==> src/sd_card_spi_init_sequencer_top_assert.svh <==
// Assertion macros for the SD card SPI init sequencer.
`ifndef SD_CARD_SPI_INIT_SEQUENCER_TOP_ASSERT_SVH
`define SD_CARD_SPI_INIT_SEQUENCER_TOP_ASSERT_SVH

// Same-cycle implication.
`define SDCI_ASSERT_NOW(lbl, clk, rst_n, ante, cons, msg) \
    lbl: assert property (@(posedge clk) disable iff (!rst_n) (ante) |-> (cons)) \
        else $error(msg);

// Next-cycle implication.
`define SDCI_ASSERT_NEXT(lbl, clk, rst_n, ante, cons, msg) \
    lbl: assert property (@(posedge clk) disable iff (!rst_n) (ante) |=> (cons)) \
        else $error(msg);

`endif

==> src/sdci_pkg.sv <==
package sdci_pkg;

    localparam int MODE_W    = 2;
    localparam int BYTE_W    = 8;
    localparam int STATUS_W  = 3;
    localparam int CFG_IDX_W = 2;
    localparam int CFG_DAT_W = 16;

    typedef logic [MODE_W-1:0]    t_mode;
    typedef logic [BYTE_W-1:0]    t_byte;
    typedef logic [STATUS_W-1:0]  t_status;
    typedef logic [CFG_IDX_W-1:0] t_cfg_idx;
    typedef logic [CFG_DAT_W-1:0] t_cfg_data;
    typedef logic [4:0]           t_phase;
    typedef logic [2:0]           t_frame;
    typedef logic [1:0]           t_reply;

    localparam t_mode MODE_START = 2'd0;
    localparam t_mode MODE_BYTE  = 2'd1;
    localparam t_mode MODE_TICK  = 2'd2;

    localparam t_cfg_idx CFG_PREAMBLE  = 2'd0;
    localparam t_cfg_idx CFG_ACMD_WAIT = 2'd1;
    localparam t_cfg_idx CFG_POLL_LIM  = 2'd2;

    localparam t_status ST_OK         = 3'd0;
    localparam t_status ST_CMD8_ECHO  = 3'd1;
    localparam t_status ST_CMD58_CHK  = 3'd2;
    localparam t_status ST_CMD55_TO   = 3'd3;
    localparam t_status ST_ACMD41_TO  = 3'd4;
    localparam t_status ST_FINAL_OCR  = 3'd5;

    localparam t_phase PH_IDLE     = 5'd0;
    localparam t_phase PH_PRE      = 5'd1;
    localparam t_phase PH_F_CMD0   = 5'd2;
    localparam t_phase PH_P_CMD0   = 5'd3;
    localparam t_phase PH_F_CMD8   = 5'd4;
    localparam t_phase PH_P_CMD8   = 5'd5;
    localparam t_phase PH_R_CMD8   = 5'd6;
    localparam t_phase PH_F_CHK    = 5'd7;
    localparam t_phase PH_P_CHK    = 5'd8;
    localparam t_phase PH_R_CHK    = 5'd9;
    localparam t_phase PH_F_CMD55  = 5'd10;
    localparam t_phase PH_P_CMD55  = 5'd11;
    localparam t_phase PH_F_ACMD41 = 5'd12;
    localparam t_phase PH_W_ACMD41 = 5'd13;
    localparam t_phase PH_P_ACMD41 = 5'd14;
    localparam t_phase PH_F_OCR    = 5'd15;
    localparam t_phase PH_P_OCR    = 5'd16;
    localparam t_phase PH_R_OCR    = 5'd17;

    localparam t_frame FR_CMD0   = 3'd0;
    localparam t_frame FR_CMD8   = 3'd1;
    localparam t_frame FR_CMD58  = 3'd2;
    localparam t_frame FR_CMD55  = 3'd3;
    localparam t_frame FR_ACMD41 = 3'd4;

    localparam t_reply RP_ECHO8 = 2'd0;
    localparam t_reply RP_CHK58 = 2'd1;
    localparam t_reply RP_OCR58 = 2'd2;

    localparam logic [2:0] FRAME_LAST = 3'd5;
    localparam t_byte      IDLE_BYTE  = 8'hFF;
    localparam t_byte      R1_IDLE    = 8'h01;
    localparam t_byte      R1_READY   = 8'h00;

    function automatic t_byte frame_byte(input t_frame fr, input logic [2:0] idx);
        t_byte b;
        b = 8'h00;
        unique case (idx)
            3'd0: begin
                unique case (fr)
                    FR_CMD0:   b = 8'h40;
                    FR_CMD8:   b = 8'h48;
                    FR_CMD58:  b = 8'h7A;
                    FR_CMD55:  b = 8'h77;
                    FR_ACMD41: b = 8'h69;
                    default:   b = 8'h00;
                endcase
            end
            3'd1: b = (fr == FR_ACMD41) ? 8'h40 : 8'h00;
            3'd3: b = (fr == FR_CMD8) ? 8'h01 : 8'h00;
            3'd4: b = (fr == FR_CMD8) ? 8'hAA : 8'h00;
            3'd5: begin
                unique case (fr)
                    FR_CMD0: b = 8'h95;
                    FR_CMD8: b = 8'h87;
                    default: b = 8'h01;
                endcase
            end
            default: b = 8'h00;
        endcase
        return b;
    endfunction

    function automatic t_byte reply_byte(input t_reply rp, input logic [1:0] k);
        t_byte b;
        b = 8'h00;
        unique case (rp)
            RP_ECHO8: begin
                unique case (k)
                    2'd0: b = 8'h00;
                    2'd1: b = 8'h00;
                    2'd2: b = 8'h01;
                    default: b = 8'hAA;
                endcase
            end
            RP_CHK58: begin
                unique case (k)
                    2'd0: b = 8'hFF;
                    2'd1: b = 8'h80;
                    2'd2: b = 8'h00;
                    default: b = 8'hFF;
                endcase
            end
            default: begin
                unique case (k)
                    2'd0: b = 8'hC0;
                    2'd1: b = 8'hFF;
                    2'd2: b = 8'h80;
                    default: b = 8'h00;
                endcase
            end
        endcase
        return b;
    endfunction

endpackage

==> src/sd_card_spi_init_sequencer_top.sv <==
// SD card SPI-mode start-up sequencer. Each input word is a start request, a byte
// received from the card, or a timer tick; each yields at most one result word that
// carries the next byte to shift out and the chip-select level, or the end of the
// sequence with a status code (0 success, 1 CMD8 echo, 2 CMD58 check, 3 CMD55
// timeout, 4 ACMD41 timeout, 5 final OCR). The block takes one word per clock unless
// a result waits untaken; a word passes an input register and a result register, and
// it is held in the input register while a waiting result is not taken.
// Registers: 0 preamble byte count, 1 ACMD41 tick wait,
// 2 R1 poll limit; write them only while no sequence step is in flight.
`include "sd_card_spi_init_sequencer_top_assert.svh"

module sd_card_spi_init_sequencer_top (
    input  logic               i_clk,
    input  logic               i_rst_n,
    input  logic               i_in_valid,
    output logic               o_in_ready,
    input  sdci_pkg::t_mode    i_mode,
    input  sdci_pkg::t_byte    i_rx_byte,
    output logic               o_out_valid,
    input  logic               i_out_ready,
    output sdci_pkg::t_byte    o_tx_byte,
    output logic               o_select_asserted,
    output logic               o_finished,
    output sdci_pkg::t_status  o_status,
    input  logic               i_cfg_wr_en,
    input  sdci_pkg::t_cfg_idx i_cfg_index,
    input  sdci_pkg::t_cfg_data i_cfg_data
);
    import sdci_pkg::*;

    logic [7:0]  r_preamble_bytes;
    logic [15:0] r_acmd_wait_ticks;
    logic [7:0]  r_poll_limit;

    logic        r_in_valid;
    t_mode       r_in_mode;
    t_byte       r_in_rx;

    t_phase      r_phase,      n_phase;
    logic [2:0]  r_frame_idx,  n_frame_idx;
    logic [1:0]  r_reply_idx,  n_reply_idx;
    logic [7:0]  r_poll_cnt,   n_poll_cnt;
    logic [7:0]  r_pre_cnt,    n_pre_cnt;
    logic [15:0] r_wait_cnt,   n_wait_cnt;

    logic        r_out_valid;
    t_byte       r_out_tx,     n_out_tx;
    logic        r_out_sel,    n_out_sel;
    logic        r_out_fin,    n_out_fin;
    t_status     r_out_status, n_out_status;
    logic        n_emit;

    logic        w_proc;
    logic        w_is_frame;
    t_frame      w_fr;
    t_phase      w_fr_next;
    t_reply      w_rp;
    logic        w_match;
    logic [7:0]  w_lim;
    logic [7:0]  w_poll_inc;
    logic        w_exhausted;
    logic [15:0] w_wait_inc;

    assign w_proc     = r_in_valid && (!r_out_valid || i_out_ready);
    assign o_in_ready = !r_in_valid || w_proc;

    assign o_out_valid       = r_out_valid;
    assign o_tx_byte         = r_out_tx;
    assign o_select_asserted = r_out_sel;
    assign o_finished        = r_out_fin;
    assign o_status          = r_out_status;

    always_comb begin
        w_is_frame = 1'b1;
        w_fr       = FR_CMD0;
        w_fr_next  = PH_P_CMD0;
        w_rp       = RP_OCR58;
        unique case (r_phase)
            PH_F_CMD0:   begin w_fr = FR_CMD0;   w_fr_next = PH_P_CMD0;   end
            PH_F_CMD8:   begin w_fr = FR_CMD8;   w_fr_next = PH_P_CMD8;   end
            PH_F_CHK:    begin w_fr = FR_CMD58;  w_fr_next = PH_P_CHK;    end
            PH_F_CMD55:  begin w_fr = FR_CMD55;  w_fr_next = PH_P_CMD55;  end
            PH_F_ACMD41: begin w_fr = FR_ACMD41; w_fr_next = PH_P_ACMD41; end
            PH_F_OCR:    begin w_fr = FR_CMD58;  w_fr_next = PH_P_OCR;    end
            PH_R_CMD8:   begin w_is_frame = 1'b0; w_rp = RP_ECHO8; end
            PH_R_CHK:    begin w_is_frame = 1'b0; w_rp = RP_CHK58; end
            default:     w_is_frame = 1'b0;
        endcase
    end

    assign w_match     = (r_in_rx == reply_byte(w_rp, r_reply_idx));
    assign w_lim       = (r_poll_limit == 8'd0) ? 8'd1 : r_poll_limit;
    assign w_poll_inc  = (r_poll_cnt == 8'hFF) ? r_poll_cnt : r_poll_cnt + 8'd1;
    assign w_exhausted = (w_poll_inc >= w_lim);
    assign w_wait_inc  = r_wait_cnt + 16'd1;

    always_comb begin
        n_phase      = r_phase;
        n_frame_idx  = r_frame_idx;
        n_reply_idx  = r_reply_idx;
        n_poll_cnt   = r_poll_cnt;
        n_pre_cnt    = r_pre_cnt;
        n_wait_cnt   = r_wait_cnt;
        n_emit       = 1'b0;
        n_out_tx     = IDLE_BYTE;
        n_out_sel    = 1'b1;
        n_out_fin    = 1'b0;
        n_out_status = ST_OK;
        unique case (r_in_mode)
            MODE_START: begin
                n_frame_idx = 3'd0;
                n_reply_idx = 2'd0;
                n_poll_cnt  = 8'd0;
                n_wait_cnt  = 16'd0;
                n_emit      = 1'b1;
                if (r_preamble_bytes == 8'd0) begin
                    n_pre_cnt = 8'd0;
                    n_phase   = PH_F_CMD0;
                    n_out_tx  = frame_byte(FR_CMD0, 3'd0);
                end else begin
                    n_pre_cnt = 8'd1;
                    n_phase   = PH_PRE;
                    n_out_sel = 1'b0;
                end
            end
            MODE_TICK: begin
                if (r_phase == PH_W_ACMD41) begin
                    n_wait_cnt = w_wait_inc;
                    if (w_wait_inc >= r_acmd_wait_ticks) begin
                        n_phase    = PH_P_ACMD41;
                        n_poll_cnt = 8'd0;
                        n_emit     = 1'b1;
                    end
                end
            end
            MODE_BYTE: begin
                if (w_is_frame) begin
                    if (r_frame_idx < FRAME_LAST) begin
                        n_frame_idx = r_frame_idx + 3'd1;
                        n_emit      = 1'b1;
                        n_out_tx    = frame_byte(w_fr, r_frame_idx + 3'd1);
                    end else if (w_fr == FR_ACMD41 && r_acmd_wait_ticks != 16'd0) begin
                        n_wait_cnt = 16'd0;
                        n_phase    = PH_W_ACMD41;
                    end else begin
                        n_wait_cnt = (w_fr == FR_ACMD41) ? 16'd0 : r_wait_cnt;
                        n_phase    = w_fr_next;
                        n_poll_cnt = 8'd0;
                        n_emit     = 1'b1;
                    end
                end else begin
                    unique case (r_phase)
                        PH_PRE: begin
                            n_emit = 1'b1;
                            if (r_pre_cnt < r_preamble_bytes) begin
                                n_pre_cnt = r_pre_cnt + 8'd1;
                                n_out_sel = 1'b0;
                            end else begin
                                n_phase     = PH_F_CMD0;
                                n_frame_idx = 3'd0;
                                n_out_tx    = frame_byte(FR_CMD0, 3'd0);
                            end
                        end
                        PH_P_CMD0, PH_P_CMD8, PH_P_CHK, PH_P_OCR: begin
                            n_emit = 1'b1;
                            priority if (r_phase == PH_P_CMD0 && r_in_rx == R1_IDLE) begin
                                n_phase     = PH_F_CMD8;
                                n_frame_idx = 3'd0;
                                n_out_tx    = frame_byte(FR_CMD8, 3'd0);
                            end else if (r_phase == PH_P_CMD8 && r_in_rx == R1_IDLE) begin
                                n_phase     = PH_R_CMD8;
                                n_reply_idx = 2'd0;
                            end else if (r_phase == PH_P_CHK && r_in_rx == R1_READY) begin
                                n_phase     = PH_R_CHK;
                                n_reply_idx = 2'd0;
                            end else if (r_phase == PH_P_OCR && r_in_rx == R1_READY) begin
                                n_phase     = PH_R_OCR;
                                n_reply_idx = 2'd0;
                            end else begin
                                n_phase = r_phase;
                            end
                        end
                        PH_R_CMD8, PH_R_CHK, PH_R_OCR: begin
                            n_emit = 1'b1;
                            if (!w_match) begin
                                n_phase   = PH_IDLE;
                                n_out_tx  = 8'h00;
                                n_out_fin = 1'b1;
                                priority if (r_phase == PH_R_CMD8) begin
                                    n_out_status = ST_CMD8_ECHO;
                                end else if (r_phase == PH_R_CHK) begin
                                    n_out_status = ST_CMD58_CHK;
                                end else begin
                                    n_out_status = ST_FINAL_OCR;
                                end
                            end else if (r_reply_idx != 2'd3) begin
                                n_reply_idx = r_reply_idx + 2'd1;
                            end else if (r_phase == PH_R_OCR) begin
                                n_phase   = PH_IDLE;
                                n_out_tx  = 8'h00;
                                n_out_fin = 1'b1;
                            end else begin
                                n_phase     = (r_phase == PH_R_CMD8) ? PH_F_CHK : PH_F_CMD55;
                                n_frame_idx = 3'd0;
                                n_out_tx    = (r_phase == PH_R_CMD8) ?
                                              frame_byte(FR_CMD58, 3'd0) :
                                              frame_byte(FR_CMD55, 3'd0);
                            end
                        end
                        PH_P_CMD55: begin
                            n_emit = 1'b1;
                            if (r_in_rx <= R1_IDLE) begin
                                n_phase     = PH_F_ACMD41;
                                n_frame_idx = 3'd0;
                                n_out_tx    = frame_byte(FR_ACMD41, 3'd0);
                            end else begin
                                n_poll_cnt = w_poll_inc;
                                if (w_exhausted) begin
                                    n_phase      = PH_IDLE;
                                    n_out_tx     = 8'h00;
                                    n_out_fin    = 1'b1;
                                    n_out_status = ST_CMD55_TO;
                                end
                            end
                        end
                        PH_P_ACMD41: begin
                            n_emit = 1'b1;
                            priority if (r_in_rx == R1_READY) begin
                                n_phase     = PH_F_OCR;
                                n_frame_idx = 3'd0;
                                n_out_tx    = frame_byte(FR_CMD58, 3'd0);
                            end else if (r_in_rx == R1_IDLE) begin
                                n_phase     = PH_F_CMD55;
                                n_frame_idx = 3'd0;
                                n_out_tx    = frame_byte(FR_CMD55, 3'd0);
                            end else begin
                                n_poll_cnt = w_poll_inc;
                                if (w_exhausted) begin
                                    n_phase      = PH_IDLE;
                                    n_out_tx     = 8'h00;
                                    n_out_fin    = 1'b1;
                                    n_out_status = ST_ACMD41_TO;
                                end
                            end
                        end
                        default: n_emit = 1'b0;
                    endcase
                end
            end
            default: n_emit = 1'b0;
        endcase
    end

    always_ff @(posedge i_clk) begin
        if (!i_rst_n) begin
            r_preamble_bytes  <= 8'd10;
            r_acmd_wait_ticks <= 16'd500;
            r_poll_limit      <= 8'd5;
        end else if (i_cfg_wr_en) begin
            unique case (i_cfg_index)
                CFG_PREAMBLE:  r_preamble_bytes  <= i_cfg_data[7:0];
                CFG_ACMD_WAIT: r_acmd_wait_ticks <= i_cfg_data;
                CFG_POLL_LIM:  r_poll_limit      <= i_cfg_data[7:0];
                default: ;
            endcase
        end
    end

    always_ff @(posedge i_clk) begin
        if (!i_rst_n) begin
            r_in_valid <= 1'b0;
        end else if (o_in_ready) begin
            r_in_valid <= i_in_valid;
        end
    end

    always_ff @(posedge i_clk) begin
        if (o_in_ready && i_in_valid) begin
            r_in_mode <= i_mode;
            r_in_rx   <= i_rx_byte;
        end
    end

    always_ff @(posedge i_clk) begin
        if (!i_rst_n) begin
            r_phase     <= PH_IDLE;
            r_frame_idx <= 3'd0;
            r_reply_idx <= 2'd0;
            r_poll_cnt  <= 8'd0;
            r_pre_cnt   <= 8'd0;
            r_wait_cnt  <= 16'd0;
            r_out_valid <= 1'b0;
        end else if (w_proc) begin
            r_phase     <= n_phase;
            r_frame_idx <= n_frame_idx;
            r_reply_idx <= n_reply_idx;
            r_poll_cnt  <= n_poll_cnt;
            r_pre_cnt   <= n_pre_cnt;
            r_wait_cnt  <= n_wait_cnt;
            r_out_valid <= n_emit;
        end else if (i_out_ready) begin
            r_out_valid <= 1'b0;
        end
    end

    always_ff @(posedge i_clk) begin
        if (w_proc && n_emit) begin
            r_out_tx     <= n_out_tx;
            r_out_sel    <= n_out_sel;
            r_out_fin    <= n_out_fin;
            r_out_status <= n_out_status;
        end
    end

    `SDCI_ASSERT_NEXT(a_start_emits, i_clk, i_rst_n, w_proc && r_in_mode == MODE_START, r_out_valid && !r_out_fin, "start word gave no running result")
    `SDCI_ASSERT_NEXT(a_finish_idles, i_clk, i_rst_n, w_proc && n_emit && n_out_fin, r_phase == PH_IDLE, "finish did not return to idle")
    `SDCI_ASSERT_NOW(a_finish_form, i_clk, i_rst_n, r_out_valid && r_out_fin, r_out_sel && r_out_tx == 8'h00, "finish word malformed")
    `SDCI_ASSERT_NOW(a_status_ok, i_clk, i_rst_n, r_out_valid && !r_out_fin, r_out_status == ST_OK, "status set on running word")
    `SDCI_ASSERT_NOW(a_frame_idx, i_clk, i_rst_n, 1'b1, r_frame_idx <= FRAME_LAST, "frame byte index out of range")

endmodule

==> config.mk <==
export PLATFORM = sky130hd
export DESIGN_NAME = sd_card_spi_init_sequencer_top
export DESIGN_NICKNAME = d
export VERILOG_FILES = /design/src/sdci_pkg.sv /design/src/sd_card_spi_init_sequencer_top.sv
export VERILOG_INCLUDE_DIRS = /design/src /design/src/src
export SDC_FILE = /design/constraint.sdc
export NUM_CORES = 1
export LEC_CHECK = 0
export BUFFER_PORTS_ARGS = -buffer_cell sky130_fd_sc_hd__buf_2
export CORE_ASPECT_RATIO = 0.8
export CORE_MARGIN = 1
export CORE_UTILIZATION = 50
export CTS_BUF_LIST = sky130_fd_sc_hd__clkbuf_8
export DETAILED_ROUTE_END_ITERATION = 10
export GPL_TIMING_DRIVEN = 0
export PLACE_DENSITY = 0.67
export SYNTH_ARGS = -nofsm -noshare
export SYNTH_HDL_FRONTEND = slang
export SYNTH_SLANG_ARGS = --single-unit
export TNS_END_PERCENT = 50
==> constraint.sdc <==
create_clock -name i_clk -period 4.1 [get_ports i_clk]
set_clock_uncertainty 0.15 [all_clocks]
set_input_delay 0.41 -clock i_clk [delete_from_list [all_inputs] [get_ports i_clk]]
set_output_delay 0.41 -clock i_clk [all_outputs]
set_load 0.005 [all_outputs]
## Word level (Yosys, flattened, before mapping)

Index checks and enable logic that the tools add are counted.

- $add $sub $neg: 5
- Order comparisons: 5
- Eq/ne operators: 66
- Mux-type cells: 125
- Bitwise logic cells: 1
- Reduce and logical (&&, ||, !) cells: 41

Operators with widths:

| operator | number |
|---|---|
| 2-to-1 mux 8 bit | 25 |
| one-hot mux 8 bit (2 select lines) | 7 |
| 2-to-1 mux 16 bit | 5 |
| 2-to-1 mux 5 bit | 16 |
| one-hot mux 8 bit (5 select lines) | 2 |
| one-hot mux 5 bit (5 select lines) | 2 |
| 2-to-1 mux 3 bit | 16 |
| one-hot mux 16 bit (3 select lines) | 1 |
| one-hot mux 8 bit (3 select lines) | 2 |
| equality test 5 x 4 -> 1 bit (second input constant) | 8 |
| inequality test 4 bit (second input constant) | 9 |
| one-hot mux 7 bit (5 select lines) | 1 |
| zero test 8 bit | 3 |
| 2-to-1 mux 1 bit | 22 |
| inequality test 3 bit (second input constant) | 7 |
| equality test 5 x 3 -> 1 bit (second input constant) | 4 |
| 2-to-1 mux 2 bit | 10 |
| adder 16 x 1 -> 16 bit (second input constant) | 1 |
| adder 8 x 1 -> 8 bit (second input constant) | 2 |
| greater-or-equal comparator 16 bit | 1 |
| nonzero test 16 bit | 1 |
| inequality test 5 bit (second input constant) | 3 |
| one-hot mux 3 bit (5 select lines) | 1 |
| one-hot mux 5 bit (3 select lines) | 1 |
| 51 further kinds | 93 |

- Bits in registers: 99
- Input port bits: 33
- Output and inout bits: 15
- Word-level logic and storage cells: 260

## Logic depth before layout (Yosys ltp)

Gate-level depths: netlist of run 1.

- Depth in word-level cells: 10
- Mapped depth: 15
- Depth with buffers taken out: 15

## Worst setup path after synthesis of run 1

Ideal clock, no wire load.

- Path kind: register to register
- Start point: register r_wait_cnt[0]
- End point: register r_poll_cnt[2]
- Setup time: 0.070 ns
- Arrival: 4.098 ns
- Required time: 3.880 ns
- Slack: -0.218 ns
- Cell stages (with the launch flop): 16
- Path buffers: 0
- Clock period less this slack: 4.318 ns
- Cell sequence: dfxtp_1 ha_1 nand3_1 or2_2 or3_1 or2_2 nor2_1 xor2_1 ha_1 nand2_1 a2111oi_0 o31ai_1 a31oi_1 o211ai_2 or4b_1 a21oi_1

- Longest elaborated chain between the ends: 4

RTL lines:

| element | line | text |
|---|---|---|
| start, declared | sd_card_spi_init_sequencer_top.sv:44 | `logic [15:0] r_wait_cnt, n_wait_cnt;` |
| start signal, assigned | sd_card_spi_init_sequencer_top.sv:299 | `r_wait_cnt <= n_wait_cnt;` |
| adder 16 x 1 -> 16 bit | sd_card_spi_init_sequencer_top.sv:95 | `assign w_wait_inc = r_wait_cnt + 16'd1;` |
| greater-or-equal comparator 16 bit | sd_card_spi_init_sequencer_top.sv:129 | `if (w_wait_inc >= r_acmd_wait_ticks) begin` |
| inequality test 2 bit (no source line) | - |  |
| AND reduction 10 bit (no source line) | - |  |
| end signal, assigned | sd_card_spi_init_sequencer_top.sv:297 | `r_poll_cnt <= n_poll_cnt;` |
| end, declared | sd_card_spi_init_sequencer_top.sv:42 | `logic [7:0] r_poll_cnt, n_poll_cnt;` |

Every way passes these cells.
A chain may end at the register's enable or synchronous reset.

## Worst setup path after layout of run 1

- Start point: register r_wait_cnt[0]
- End point: register r_phase[2]

- Longest elaborated chain between the ends: 4

RTL lines:

| element | line | text |
|---|---|---|
| adder 16 x 1 -> 16 bit | sd_card_spi_init_sequencer_top.sv:95 |  |
| greater-or-equal comparator 16 bit | sd_card_spi_init_sequencer_top.sv:129 |  |
| inequality test 2 bit (no source line) | - |  |
| AND reduction 9 bit (no source line) | - |  |
| end signal, assigned | sd_card_spi_init_sequencer_top.sv:294 | `r_phase <= n_phase;` |
| end, declared | sd_card_spi_init_sequencer_top.sv:39 | `t_phase r_phase, n_phase;` |

Every way passes these cells.

==> flow_summary.json, run 1 <==
{
  "yosysSeqAreaShare_pct": 32.8,
  "finalWorstPathRequiredPeriod_ps": 4020,
  "power_density_nw_per_um2": 249,
  "drc": 0,
  "cts-htree-levels": 3,
  "numCtsBuffers": 9,
  "start_kind": "flip-flop",
  "rows": 37,
  "grt_max_degree": 17,
  "status": "completed",
  "syn-mean-instance-area_um2": 8.14,
  "die_area_um2": 14000,
  "leakage_nw": 2.90,
  "ys_ff_latch": 99,
  "dp.cells": 1050,
  "total_power_w": 0.00190,
  "yosys_warnings": 0,
  "p_seq_share_pct": 54.3,
  "area_delta_synth_final_pct": 13.4,
  "grt_pass1_wl_um": 32700,
  "cts_max_path_buffers": 2,
  "worst_pin_slew_ps": 1040,
  "internal_power_w": 0.00139,
  "drive_gt1_share_pct": 14.9,
  "async_reset_ff_share_pct": 0,
  "gp_congestion": 0.977,
  "cap_violations": 0,
  "swShare_pct": 26.8,
  "design_area_um2": 7640,
  "core-area_um2": 13000,
  "slowest_stage": "o41ai_4",
  "combPwrFrac_pct": 11.5,
  "die_y_um": 106,
  "crit_path_max_incr_delay_ps": 400,
  "power.switching_w": 0.000510,
  "relSlewSlack_pct": 29.9,
  "fmax_ghz": 0.249,
  "setup_viol": 0,
  "dp_hpwl_um": 15500,
  "critPathMaxFanout": 5,
  "grt_pass1_vias": 6194,
  "synth_area_um2": 6740,
  "drtPass1Iterations": 6,
  "cts_tree": "yes",
  "synth_edf_count": 23,
  "via_per_inst": 6.06,
  "synth_cell_types": 85,
  "hold_class": "input port to flip-flop",
  "wl_per_cell_um": 19.1,
  "path_clk_slew_ps": 90,
  "postPlaceCellArea_um2": 7220,
  "stdcell_count": 1077,
  "io_buffer_count": 47,
  "required_ps": 4210,
  "critPathCaptureType": "flip-flop",
  "fin_ws_ps": 79.9,
  "power_frac_clock_pct": 34.2,
  "ant_nets": 0,
  "antenna_found_initial": 0,
  "syn_nets": 910,
  "die_w_um": 132,
  "dp_slack_ps": -578,
  "vias": 6528,
  "r2r_setup_slack_ps": 80,
  "mostFrequentLayoutCells": "nand2_1 (111), nor2_1 (71), dfxtp_1 (69), a21oi_1 (50)",
  "clock_latency_ps": 390,
  "drv_slew": 0,
  "globalRouteTotalUtil_pct": 30.2,
  "antenna_cells": 0,
  "start_util_pct": 51.8,
  "hold_buffers": 0,
  "finalHoldViolations": 0,
  "peakVddDrop_v": 0.000180,
  "wl_um": 20500,
  "synthesis.instances": 828,
  "worstPathCellList": "ha_4 -> nand3_2 -> or2_4 -> or3_4 -> or2_4 -> xnor2_1 -> ha_1 -> nand2_1 -> a2111oi_4 -> o31ai_2 -> a31oi_2 -> buf_4 -> buf_4 -> o211ai_2 -> o41ai_4",
  "clkSinkCount": 99,
  "drtIter0Drc": 619,
  "yosys_most_used_dff": "dfxtp_1",
  "grt-ovfl-total": 0,
  "cts-root-buf": "clkbuf_8",
  "layout_commonest_cell": "nand2_1",
  "arrival_ps": 4130,
  "fin_nets": 980,
  "path_class": "flip-flop to flip-flop",
  "io_pins": 48,
  "finalCritPeriodShare_pct": 98.1
}
-- cell usage after synthesis (4+ instances only) --
cell type  instances  area [µm²]
a21o_1             6        45.0
a21oi_1           51         255
nor3_1            28         140
xor2_1             7        61.3
nor3b_1            4        30.0
o21ai_1            6        30.0
or2_1              4        25.0
nand2b_1           8        50.1
o21a_1            11        82.6
nor4_1             8        50.1
and3_1             9        56.3
o22ai_1            4        25.0
clkbuf_1          24        90.1
o211ai_1          13        97.6
buf_4              4        30.0
a31oi_1            9        56.3
or4_1              4        30.0
inv_1             49         184
nor2b_1           20         125
o31ai_1            4        30.0
nand4_1           10        62.6
and2_1             6        37.5
dfxtp_1           76        1520
nand3_1           33         165
xnor2_1           17         149
a21boi_0           7        52.6
a22oi_1            4        30.0
o21ai_0           34         170
or3_1              6        37.5
o221ai_1           5        43.8
nand2_1          111         417
nor2_1            73         274
edfxtp_1          23         691
ha_1              49         613
a2111oi_0          5        43.8
mux2i_1           16         160
-- metal layers --
| layer | global-route usage, % | share of wire (%) | up-vias |
|---|---|---|---|
| met5 | 0 | 0 | - |
| met4 | 8.47 | 1.8 | 0 |
| met3 | 8.71 | 8.0 | 39 |
| met2 | 43.6 | 42 | 268 |
| met1 | 43.3 | 48 | 3091 |
| li1 | - | - | 3130 |
-- flip-flops by register name, summed over array words and instances (netlist names) --
signal / flops
o_out_valid: 1
r_phase: 5
o_select_asserted: 1
r_acmd_wait_ticks: 16
o_status: 3
r_in_mode: 2
r_in_rx: 8
r_wait_cnt: 16
r_poll_limit: 8
o_tx_byte: 8
o_finished: 1
r_reply_idx: 2
r_in_valid: 1
r_preamble_bytes: 8
r_poll_cnt: 8
r_frame_idx: 3
r_pre_cnt: 8
-- power groups by stage --
stage                     combinational, W  clock [W]  sequential (W)
after global routing              0.000240   0.000712         0.00104
after detailed placement          0.000201          0         0.00106
after CTS                         0.000209   0.000671         0.00103
after global placement            0.000197          0         0.00106
after floorplan                   0.000129          0         0.00105
final                             0.000220   0.000650         0.00103
-- what timing repair did --
action                                  4_1_cts  5_1_grt
resized for setup                            17       15
setup buffers                                 9        3
cloned                                        0        1
endpoints found under the setup margin       27       31
pin swaps                                     3        6
-- kinds of logic after synthesis --
kind of cell    Yosys count  share of synthesized area, %
compound gates          203                          20.9
mux                      19                          2.88
flops                    99                          32.8
xor+xnor                 25                          3.36
buf+inv                  83                          4.99
fa+ha+maj                49                          9.10
simple gates            350                          25.9
-- through the flow --
step	util, %	hold slack, ps	setup TNS [ps]
global route	58.7	13.1	-280
global placement	55.5	315	-8690
detailed placement	55.5	325	-9910
finish	58.7	45.6	0
CTS	58.1	24.1	0
floorplan	-	297	0
-- layout make-up --
| type | count | area [µm²] |
|---|---|---|
| fill | 1227 | 5370 |
| multi-input combinational | 647 | 4330 |
| sequential | 99 | 2230 |
| timing repair buffer | 59 | 338 |
| tap | 175 | 219 |
| inverter | 50 | 188 |
| buffer | 32 | 145 |
| clock buffer | 10 | 138 |
| clock inverter | 5 | 60.1 |
-- critical path: cells and delay by family (launching register included) --
kind                     cells  cell delay [ps]
AO/OA/AOI/OAI                5             1410
buffers and inverters        2              270
AND/OR/NAND/NOR              5             1070
XOR/XNOR                     1              160
flip-flops                   1              380
adder cells (fa/ha/maj)      2              450
-- path summary, 6_finish.rpt --
path | start | end | cells after the start
setup / recovery | r_wait_cnt[0]$_SDFFE_PN0P_ | r_phase[2]$_SDFFE_PN0P_ | 15
setup reg to reg | r_wait_cnt[0]$_SDFFE_PN0P_ | r_phase[2]$_SDFFE_PN0P_ | 15
hold / removal | i_rx_byte[7] | r_in_rx[7]$_DFFE_PP_ | 1
hold reg to reg | r_wait_cnt[4]$_SDFFE_PN0P_ | r_wait_cnt[4]$_SDFFE_PN0P_ | 2
Power figures use the tool's default switching activity.
==> run 2: changes to the inputs <==
- SETUP_SLACK_MARGIN: unset -> 0.4
==> run 2 against run 1 <==
Final cell count grew 1.7%. Sequential power is essentially flat. Routed wire length grew 1.9%. Via count grew 1.4%. Critical path depth grew 1. Register-to-register slack gained 100 ps. Largest power group unchanged. Highest routed layer unchanged. Maximum frequency grew 2.6%. Sequential share of layout area shrank 0.99 points. Combinational power grew 3%. Critical endpoint is now r_poll_cnt[2]$_SDFFE_PN0P_.
==> flow_summary.json, run 2 (same netlist as run 1, synthesis figures left out) <==
{
  "p_seq_share_pct": 54.7,
  "largestRegisters": "r_acmd_wait_ticks: 16 flops, r_wait_cnt: 16 flops",
  "grt_pass1_wl_um": 32500,
  "area_delta_synth_final_pct": 17.8,
  "antenna_cells": 0,
  "multi_input_area_um2": 4470,
  "dp_hpwl_um": 15800,
  "use_met2_pct": 44.0,
  "arrival_ps": 4100,
  "hold_buffers": 0,
  "io_pins": 48,
  "mostFrequentLayoutCells": "nand2_1 (107), nor2_1 (71), dfxtp_1 (65), a21oi_1 (50)",
  "io_buffer_count": 47,
  "cts_tree": "yes",
  "hold-worst-slack_ps": 38.5,
  "cap_violations": 0,
  "required_ps": 4280,
  "rr_worst_depth": 16,
  "leakage_nw": 3.04,
  "ant_nets": 0,
  "fmax_ghz": 0.255,
  "rsz0062_at_grt": "true",
  "power_density_nw_per_um2": 238,
  "dp_slack_ps": -12.2,
  "critPathMaxFanout": 4,
  "core-area_um2": 13000,
  "numCtsBuffers": 9,
  "grt_pass1_vias": 6227,
  "clock_latency_ps": 390,
  "grt-ovfl-total": 0,
  "wl_um": 20900,
  "start_util_pct": 51.8,
  "rr_endpoint": "r_poll_cnt[2]$_SDFFE_PN0P_",
  "fin_ws_ps": 182,
  "final_core_util_pct": 61.0,
  "layout_commonest_cell": "nand2_1",
  "use_met3_pct": 7.46,
  "worstHoldStart": "i_rx_byte[0]",
  "critPathCaptureType": "flip-flop",
  "hold_class": "input port to flip-flop",
  "drc": 0,
  "internal_power_w": 0.00133,
  "path_clk_slew_ps": 110,
  "antenna_found_initial": 0,
  "grt_max_degree": 20,
  "globalRouteTotalUtil_pct": 30.0,
  "power.switching_w": 0.000554,
  "clkSinkCount": 99,
  "die_w_um": 132,
  "cts-root-buf": "clkbuf_8",
  "finalWorstPathRequiredPeriod_ps": 3920,
  "drtPass1Iterations": 5,
  "start_kind": "flip-flop",
  "gp_congestion": 0.940,
  "grt-busiest-layer": "met2",
  "reg2reg_from": "r_wait_cnt[0]$_SDFFE_PN0P_",
  "min_to": "r_in_rx[0]$_DFFE_PP_",
  "drv_slew": 0,
  "drtIter0Drc": 565,
  "postPlaceCellArea_um2": 7270,
  "relSlewSlack_pct": 28.7,
  "path_class": "flip-flop to flip-flop",
  "die_area_um2": 14000,
  "total_power_w": 0.00189,
  "setup_viol": 0,
  "die_y_um": 106,
  "drive_gt1_share_pct": 18.8,
  "design_area_um2": 7940,
  "r2r_setup_slack_ps": 180,
  "wl_per_cell_um": 19.1,
  "peakVddDrop_v": 0.000209,
  "combPwrFrac_pct": 12.0,
  "finalHoldViolations": 0,
  "regArea_um2": 2240,
  "via_per_inst": 6.04,
  "cts_max_path_buffers": 2,
  "rows": 37,
  "status": "completed",
  "fillers": 1169,
  "finalCritPeriodShare_pct": 95.6,
  "vias": 6617,
  "min_path_cells": 1,
  "fin_nets": 997,
  "cts-htree-levels": 3,
  "swShare_pct": 29.3,
  "grt_use_met1_pct": 42.9,
  "worst_pin_slew_ps": 1060,
  "power_frac_clock_pct": 33.3
}
run 2: final cells by class:
cell class,instances,share of cell area [%]
clock inverters,7,0.835
flip-flops and latches,99,28.2
well taps,175,2.76
multi-input cells,646,56.3
inverters,50,2.36
plain buffers,33,2.02
repair buffers,76,5.96
clock buffers,9,1.56
run 2: worst max path at each step:
stage	start	to	slack (ps)
2_1_floorplan	r_wait_cnt[2]$_SDFFE_PN0P_	r_poll_cnt[2]$_SDFFE_PN0P_	370
3_3_place_gp	r_wait_cnt[2]$_SDFFE_PN0P_	r_poll_cnt[2]$_SDFFE_PN0P_	40
3_5_place_dp	r_poll_cnt[0]$_SDFFE_PN0P_	r_phase[2]$_SDFFE_PN0P_	-10
4_1_cts	r_wait_cnt[7]$_SDFFE_PN0P_	r_poll_cnt[2]$_SDFFE_PN0P_	230
5_1_grt	r_wait_cnt[0]$_SDFFE_PN0P_	r_poll_cnt[2]$_SDFFE_PN0P_	80
6_report	r_wait_cnt[0]$_SDFFE_PN0P_	r_poll_cnt[2]$_SDFFE_PN0P_	180
run 2: metrics by stage:
stage	setup TNS (ps)	instances
2_1_floorplan	0	828
5_1_grt	0	1095
3_5_place_dp	-20.0	1050
3_3_place_gp	0	1050
4_1_cts	0	1083
6_report	0	1095
run 2: worst max-delay path, stage by stage (launching register included):
cell	delay, ps
dfxtp_4	390
ha_4	150
nand3_4	80
or2_4	240
or3_4	330
or2_4	250
buf_6	130
xnor2_4	130
ha_4	290
nand2_4	50
a2111oi_4	380
o31ai_4	140
a31oi_2	240
buf_4	150
o211ai_4	70
or4b_4	570
a21oi_2	120
run 2: metal layers:
| metal | wire [µm] | up-vias | part of all wire [%] |
|---|---|---|---|
| li1 | - | 3174 | - |
| met4 | 409 | 0 | 2.0 |
| met1 | 9950 | 3131 | 48 |
| met5 | 0 | - | 0 |
| met2 | 8760 | 274 | 42 |
| met3 | 1800 | 38 | 8.6 |
run 2: power groups by stage:
| stage | Clock, W | Sequential, W | Combinational, W |
|---|---|---|---|
| 4_1_cts | 0.000648 | 0.00103 | 0.000211 |
| 3_3_place_gp | 0 | 0.00105 | 0.000196 |
| 2_1_floorplan | 0 | 0.00105 | 0.000130 |
| 6_report | 0.000630 | 0.00103 | 0.000226 |
| 3_5_place_dp | 0 | 0.00105 | 0.000201 |
| 5_1_grt | 0.000681 | 0.00103 | 0.000246 |
run 2: what timing repair did:
action,in CTS,in global routing
pin swaps,14,12
buffers inserted,17,12
gates resized for setup,21,30
endpoints found under the setup margin,36,38
